**src/rtl/bds_pkg.sv**
```systemverilog
// Package for the baud divisor search block: widths, constants and the
// structs passed between the sequencer, the divider and the top level.
// No dependencies.
package bds_pkg;

    localparam int unsigned DIV_W      = 32;
    localparam int unsigned CNT_W      = $clog2(DIV_W);
    localparam int unsigned EXPO_W     = 4;
    localparam int unsigned TC_W       = 9;
    localparam int unsigned TC_REG_W   = 8;

    localparam logic [DIV_W-1:0]  SRC_FREQ_RESET   = 32'd9830400;
    localparam logic [EXPO_W-1:0] EXPO_START       = 4'd9;
    localparam logic [EXPO_W-1:0] EXPO_MIN         = 4'd1;
    localparam logic [EXPO_W-1:0] EXPO_ZERO        = 4'd0;
    localparam logic [TC_W-1:0]   TC_SAT           = 9'd256;
    localparam logic [TC_W-1:0]   TC_ONE           = 9'd1;
    localparam logic [DIV_W-1:0]  TC_STEP_LIMIT    = 32'd128;
    localparam logic [DIV_W-1:0]  TC_MAX_REG       = 32'd255;
    // zero request: source frequency / (256 * 512)
    localparam int unsigned       ZERO_RATE_SHIFT  = 17;

    typedef struct packed {
        logic             start;
        logic [DIV_W-1:0] dividend;
        logic [DIV_W-1:0] divisor;
    } t_div_cmd;

    typedef struct packed {
        logic             done;
        logic [DIV_W-1:0] quotient;
    } t_div_rsp;

    typedef struct packed {
        logic              busy;
        logic              res_valid;
    } t_seq_stat;

    typedef struct packed {
        logic [EXPO_W-1:0] expo;
        logic [TC_W-1:0]   tc;
        logic [DIV_W-1:0]  achieved;
    } t_result;

endpackage

```
**src/rtl/baud_divisor_search.sv**
```systemverilog
// Baud divisor search. A zero rate needs no division: the sequencer goes
// straight to its push state. Any other request runs one division per
// prescaler exponent tried, from 9 down as far as 1, plus one more for the
// achieved rate unless nothing fits. Each division runs on the single shared
// bit-serial divider (issue, 32 steps, done); a finished result waits in the
// push state while the output register is still held. The request side
// stalls while a search runs; the result sits in an output register so a new
// request is taken while it waits to be read. The source frequency is written
// through the config port, which is ready only while no search runs.
// Depends on bds_pkg, bds_seq and bds_div.
module baud_divisor_search (
    input  logic        i_clk,
    input  logic        i_rst_n,
    input  logic        i_cfg_valid,
    output logic        o_cfg_ready,
    input  logic [31:0] i_cfg_data,
    input  logic        i_req_valid,
    output logic        o_req_stall,
    input  logic [31:0] i_requested_rate,
    output logic        o_res_valid,
    input  logic        i_res_stall,
    output logic [3:0]  o_prescale_exponent,
    output logic [8:0]  o_time_constant,
    output logic [7:0]  o_time_constant_reg,
    output logic [31:0] o_achieved_rate
);
    import bds_pkg::*;

    logic [DIV_W-1:0]  r_src_freq;
    logic              r_res_valid;
    logic [EXPO_W-1:0] r_expo;
    logic [TC_W-1:0]   r_tc;
    logic [DIV_W-1:0]  r_ach;

    t_seq_stat stat;
    t_result   res;
    t_div_cmd  cmd;
    t_div_rsp  rsp;
    logic      start;
    logic      out_free;
    logic      load;

    assign o_cfg_ready = ~stat.busy;
    assign start       = i_req_valid & ~stat.busy;
    assign out_free    = ~r_res_valid | ~i_res_stall;
    assign load        = stat.res_valid & out_free;

    always_ff @(posedge i_clk) begin
        if (!i_rst_n) begin
            r_src_freq  <= SRC_FREQ_RESET;
            r_res_valid <= 1'b0;
        end else begin
            if (i_cfg_valid && o_cfg_ready) begin
                r_src_freq <= i_cfg_data;
            end
            if (load) begin
                r_res_valid <= 1'b1;
            end else if (!i_res_stall) begin
                r_res_valid <= 1'b0;
            end
        end
    end

    always_ff @(posedge i_clk) begin
        if (load) begin
            r_expo <= res.expo;
            r_tc   <= res.tc;
            r_ach  <= res.achieved;
        end
    end

    bds_seq u_seq (
        .i_clk        (i_clk),
        .i_rst_n      (i_rst_n),
        .i_start      (start),
        .i_rate       (i_requested_rate),
        .i_src_freq   (r_src_freq),
        .i_out_free   (out_free),
        .o_stat       (stat),
        .o_res        (res),
        .o_cmd        (cmd),
        .i_rsp        (rsp)
    );

    bds_div u_div (
        .i_clk   (i_clk),
        .i_rst_n (i_rst_n),
        .i_cmd   (cmd),
        .o_rsp   (rsp)
    );

    assign o_req_stall         = stat.busy;
    assign o_res_valid         = r_res_valid;
    assign o_prescale_exponent = r_expo;
    assign o_time_constant     = r_tc;
    assign o_time_constant_reg = r_tc[TC_REG_W-1:0];
    assign o_achieved_rate     = r_ach;

endmodule

```
**src/rtl/bds_div.sv**
```systemverilog
// Shared restoring divider, one quotient bit per cycle.
// Depends on bds_pkg. Divisor must be nonzero.
module bds_div (
    input  logic               i_clk,
    input  logic               i_rst_n,
    input  bds_pkg::t_div_cmd  i_cmd,
    output bds_pkg::t_div_rsp  o_rsp
);
    import bds_pkg::*;

    logic             r_busy;
    logic             r_done;
    logic [CNT_W-1:0] r_cnt;
    logic [DIV_W-1:0] r_rem;
    logic [DIV_W-1:0] r_quo;
    logic [DIV_W-1:0] r_dvs;

    logic [DIV_W:0]   shifted;
    logic [DIV_W+1:0] diff;
    logic             ge;
    logic [DIV_W-1:0] n_rem;
    logic [DIV_W-1:0] n_quo;

    always_comb begin
        shifted = {r_rem, r_quo[DIV_W-1]};
        diff    = {1'b0, shifted} - {2'b00, r_dvs};
        ge      = ~diff[DIV_W+1];
        n_rem   = ge ? diff[DIV_W-1:0] : shifted[DIV_W-1:0];
        n_quo   = {r_quo[DIV_W-2:0], ge};
    end

    always_ff @(posedge i_clk) begin
        if (!i_rst_n) begin
            r_busy <= 1'b0;
            r_done <= 1'b0;
            r_cnt  <= '0;
        end else begin
            r_done <= 1'b0;
            if (i_cmd.start) begin
                r_busy <= 1'b1;
                r_cnt  <= '0;
            end else if (r_busy) begin
                r_cnt <= r_cnt + 1'b1;
                if (r_cnt == CNT_W'(DIV_W - 1)) begin
                    r_busy <= 1'b0;
                    r_done <= 1'b1;
                end
            end
        end
    end

    always_ff @(posedge i_clk) begin
        if (i_cmd.start) begin
            r_rem <= '0;
            r_quo <= i_cmd.dividend;
            r_dvs <= i_cmd.divisor;
        end else if (r_busy) begin
            r_rem <= n_rem;
            r_quo <= n_quo;
        end
    end

    assign o_rsp.done     = r_done;
    assign o_rsp.quotient = r_quo;

endmodule

```
**src/rtl/bds_seq.sv**
```systemverilog
// Search sequencer: walks the prescaler exponent down, issuing divisions to
// the shared divider, then computes the achieved rate. Depends on bds_pkg.
module bds_seq (
    input  logic                    i_clk,
    input  logic                    i_rst_n,
    input  logic                    i_start,
    input  logic [31:0]             i_rate,
    input  logic [31:0]             i_src_freq,
    input  logic                    i_out_free,
    output bds_pkg::t_seq_stat      o_stat,
    output bds_pkg::t_result        o_res,
    output bds_pkg::t_div_cmd       o_cmd,
    input  bds_pkg::t_div_rsp       i_rsp
);
    import bds_pkg::*;

    typedef enum logic [1:0] {
        S_IDLE,
        S_DIV_TC,
        S_DIV_ACH,
        S_PUSH
    } t_state;

    t_state            r_state;
    t_div_cmd          r_cmd;
    logic [EXPO_W-1:0] r_expo;
    logic [TC_W-1:0]   r_tc;
    logic [DIV_W-1:0]  r_ach;
    logic [DIV_W-1:0]  r_rate;
    logic [DIV_W-1:0]  r_base_sh;

    logic [DIV_W-1:0]  quo;
    logic [TC_W-1:0]   n_tc;
    logic [DIV_W-1:0]  base_dn;

    always_comb begin
        quo     = i_rsp.quotient;
        n_tc    = (quo > TC_MAX_REG) ? TC_SAT : quo[TC_W-1:0];
        // source frequency scaled for the next lower exponent
        base_dn = i_src_freq >> (r_expo - 1'b1);
    end

    always_ff @(posedge i_clk) begin
        if (!i_rst_n) begin
            r_state     <= S_IDLE;
            r_cmd.start <= 1'b0;
        end else begin
            r_cmd.start <= 1'b0;
            case (r_state)
                S_IDLE: begin
                    if (i_start) begin
                        r_rate <= i_rate;
                        r_expo <= EXPO_START;
                        if (i_rate == '0) begin
                            r_tc    <= TC_SAT;
                            r_ach   <= i_src_freq >> ZERO_RATE_SHIFT;
                            r_state <= S_PUSH;
                        end else begin
                            r_base_sh      <= i_src_freq >> EXPO_START;
                            r_cmd.start    <= 1'b1;
                            r_cmd.dividend <= i_src_freq >> EXPO_START;
                            r_cmd.divisor  <= i_rate;
                            r_state        <= S_DIV_TC;
                        end
                    end
                end
                S_DIV_TC: begin
                    if (i_rsp.done) begin
                        if (r_expo > EXPO_MIN && quo <= TC_STEP_LIMIT) begin
                            r_expo         <= r_expo - 1'b1;
                            r_base_sh      <= base_dn;
                            r_cmd.start    <= 1'b1;
                            r_cmd.dividend <= base_dn;
                            r_cmd.divisor  <= r_rate;
                        end else if (quo == '0) begin
                            // nothing fits: run the generator undivided
                            r_expo  <= EXPO_ZERO;
                            r_tc    <= TC_ONE;
                            r_ach   <= i_src_freq;
                            r_state <= S_PUSH;
                        end else begin
                            r_tc           <= n_tc;
                            r_cmd.start    <= 1'b1;
                            r_cmd.dividend <= r_base_sh;
                            r_cmd.divisor  <= {{(DIV_W-TC_W){1'b0}}, n_tc};
                            r_state        <= S_DIV_ACH;
                        end
                    end
                end
                S_DIV_ACH: begin
                    if (i_rsp.done) begin
                        r_ach   <= quo;
                        r_state <= S_PUSH;
                    end
                end
                S_PUSH: begin
                    if (i_out_free) begin
                        r_state <= S_IDLE;
                    end
                end
                default: begin
                    r_state <= S_IDLE;
                end
            endcase
        end
    end

    assign o_stat.busy      = (r_state != S_IDLE);
    assign o_stat.res_valid = (r_state == S_PUSH);
    assign o_res.expo       = r_expo;
    assign o_res.tc         = r_tc;
    assign o_res.achieved   = r_ach;
    assign o_cmd            = r_cmd;

endmodule

```
**config.mk**
```make
export PLATFORM = sky130hd
export DESIGN_NAME = baud_divisor_search
export DESIGN_NICKNAME = d
export VERILOG_FILES = /design/src/rtl/bds_pkg.sv /design/src/rtl/baud_divisor_search.sv /design/src/rtl/bds_div.sv /design/src/rtl/bds_seq.sv
export SDC_FILE = /design/constraint.sdc
export NUM_CORES = 1
export LEC_CHECK = 0
export BUFFER_PORTS_ARGS = -buffer_cell sky130_fd_sc_hd__buf_2
export CELL_PAD_IN_SITES_DETAIL_PLACEMENT = 1
export CELL_PAD_IN_SITES_GLOBAL_PLACEMENT = 2
export CORE_MARGIN = 1.5
export CORE_UTILIZATION = 41
export DETAILED_ROUTE_END_ITERATION = 10
export GPL_TIMING_DRIVEN = 1
export PLACE_DENSITY_LB_ADDON = 0.1
export SYNTH_ARGS = -nofsm -noshare
export SYNTH_HDL_FRONTEND = slang
export SYNTH_SLANG_ARGS = --single-unit
export TNS_END_PERCENT = 50
```
**constraint.sdc**
```tcl
create_clock -name i_clk -period 10.1 [get_ports i_clk]
set_clock_uncertainty 0.2 [all_clocks]
set_input_delay 1.01 -clock i_clk [delete_from_list [all_inputs] [get_ports i_clk]]
set_output_delay 1.01 -clock i_clk [all_outputs]
set_load 0.1 [all_outputs]
```
==> flow_metrics.env <==
export IMPL_clk_latency_ns=0.56
export IMPL_cts_root_buf="clkbuf_16"
export IMPL_grt_usage=0.214
export IMPL_ys_async_sr_fraction=0
export IMPL_ys_seq_area_frac=0.578
export IMPL_cellPowerDensity_mw_per_mm2=308
export IMPL_globalplace_congestion=0.836
export IMPL_stdcell_area_mm2=0.0197
export IMPL_dp_slack_ns=5.26
export IMPL_syn_area_mm2=0.0173
export IMPL_clk_path_buf_depth=3
export IMPL_grt_max_degree=75
export IMPL_report_final_setup_viol=0
export IMPL_ys_types=74
export IMPL_finalHoldViolations=0
export IMPL_crit_fanout=35
export IMPL_grt_pass1_vias=11944
export IMPL_syn2layout_area_growth_pct=14.0
export IMPL_worst_slack_ns=5.87
export IMPL_synth_edf_count=282
export IMPL_hold_buffers=0
export IMPL_finalNetCount=1697
export IMPL_hpwl_um=33100
export IMPL_clkTransAtPathRegs_ns=0.06
export IMPL_grt_pass1_wl_um=71500
export IMPL_drt_pass1_iterations=5
export IMPL_layout_commonest_cell="edfxtp_1"
export IMPL_avgSynthCellArea_um2=11.5
export IMPL_largest_reg_flops=65
export IMPL_postSynthCellCount=1498
export IMPL_tightest_slew_ns=1.24
export IMPL_worst_ep_arrival_time_ns=4.22
export IMPL_syn_nets=1608
export IMPL_clock_fmax_mhz=236
export IMPL_p_leak_nw=7.24
export IMPL_cp_end_kind="flip-flop"
export IMPL_peakVddDrop_mv=0.216
export IMPL_cts_tree="built"
export IMPL_wirelength_um=46500
export IMPL_ctsResizeCount=0
export IMPL_vias=12044
export IMPL_fin_tns_setup_ns=0
export IMPL_cts_htree_levels=2
export IMPL_dieWidth_um=208
export IMPL_drc=0
export IMPL_relSlewSlack=0.173
export IMPL_min_period_ns=4.23
export IMPL_drv_cap=0
export IMPL_drv_slew=0
export IMPL_path_class="in2reg"
export IMPL_yosysWarnings=0
export IMPL_drt_wirelength_per_cell_um=21.6
export IMPL_crit_path_max_incr_delay_ns=0.87
export IMPL_dieArea_mm2=0.0433
export IMPL_slowest_stage="clkinv_1"
export IMPL_placeableCoreArea_mm2=0.0412
export IMPL_hold_path_cell_count=0
export IMPL_drtIter0Drc=923
export IMPL_numCtsBuffers=40
export IMPL_portBuffers=124
export IMPL_path_cells="buf_2, clkinv_1, nor4b_1, a21boi_4, buf_4"
export IMPL_ys_ff_latch=357
export IMPL_synth_main_ff_cell="edfxtp_1"
export IMPL_drive_above_1_share=0.195
export IMPL_mostFrequentLayoutCells="282 x edfxtp_1, 181 x nand2_1, 124 x buf_2"
export IMPL_viasPerCell=5.60
export IMPL_num_rows=74
export IMPL_startpoint_type="input pin"
export IMPL_antenna_left=0
export IMPL_n_antenna_cell=0
export IMPL_regToRegSetupSlack_ns=6.18
export IMPL_status="finished, final reports clean"
export IMPL_clock_sinks=357
export IMPL_die_y_um=208
export IMPL_ff2ff_path_depth=7
export IMPL_nFillCells=4377
export IMPL_ioPinCount=125
export IMPL_rsz0062_at_grt="no"
export IMPL_hp_class="reg2reg"
export IMPL_grt_overflow=0
export IMPL_antenna_found_initial=0
export IMPL_initial_utilization=0.419
export IMPL_finalCritPeriodShare=0.419
export IMPL_placed_cell_area_mm2=0.0183
export IMPL_post_cts_buffers=0
export IMPL_crit_required_ns=10.09
-- worst max-delay path: cells and delay by family --
| family | cells | cell delay (ns) |
|---|---|---|
| AO/OA/AOI/OAI | 1 | 0.83 |
| AND/OR/NAND/NOR | 1 | 0.65 |
| buffers and inverters | 3 | 1.68 |
-- cell usage after synthesis, types with 20 or more instances --
master    count  area (um2)
ha_1         40         500
nand2_1     181         679
clkbuf_1     71         267
a22o_1       27         236
dfxtp_1      75        1500
mux4_2       20         450
edfxtp_1    282        8470
o21ai_0      62         310
nor2_1      118         443
and3_1       21         131
a211oi_1     23         173
mux2i_1      45         450
nor2b_1      26         163
mux2_2       58         653
inv_1        59         221
a21oi_1     114         571
a22oi_1      42         315
-- per-stage QoR --
step                hold WS [ns]  std cells  total power [W]  utilization
finish                     0.216       2151          0.00606        0.477
global route               0.219       2151          0.00642        0.477
CTS                        0.217       2151          0.00612        0.477
detailed placement         0.206       2077          0.00461        0.445
global placement           0.201       2077          0.00456        0.445
floorplan                  0.200       1498          0.00399            -
-- where the power goes --
group | total, W | leakage (nW) | internal, W | switching (W)
registers | 0.00229 | 3.24 | 0.00204 | 0.000249
logic | 0.00230 | 3.36 | 0.000816 | 0.00148
clock network | 0.00148 | 0.641 | 0.000886 | 0.000591
-- metal layers --
metal	up-vias	GRT usage	share of wire
met5	-	0	0
met4	0	0.0516	0.018
met3	59	0.0344	0.057
met2	328	0.312	0.42
met1	5941	0.331	0.50
li1	5716	-	-
-- cell families (layout without fill, tap and decap cells) --
| kind of cell | count (synthesis) | in the layout | share of synthesized area |
|---|---|---|---|
| AOI/OAI and AO/OA | 357 | 357 | 0.136 |
| DFF | 357 | 357 | 0.578 |
| muxes | 123 | 123 | 0.0901 |
| and+or+nand+nor | 428 | 428 | 0.111 |
| buffers and inverters | 159 | 280 | 0.0381 |
| xor gates and xnor gates | 33 | 33 | 0.0168 |
| adders and majority gates | 41 | 41 | 0.0302 |
-- worst paths after layout --
path                         start               to
setup reg to reg  u_seq.r_state[1]  u_seq.o_cmd[28]
setup / recovery           i_rst_n  u_seq.o_cmd[28]
hold / removal     u_seq.o_cmd[22]  u_div.r_dvs[22]
hold reg to reg    u_seq.o_cmd[22]  u_div.r_dvs[22]
-- area by class of cell --
class | count | area [um2] | share of cell area
flip-flops and latches | 357 | 9970 | 0.507
multi-input cells | 982 | 6690 | 0.340
clock buffers | 57 | 1130 | 0.0576
repair buffers | 145 | 778 | 0.0396
well taps | 532 | 666 | 0.0338
inverters | 61 | 231 | 0.0118
clock inverters | 17 | 194 | 0.00986
(Power assumes the default switching activity.)
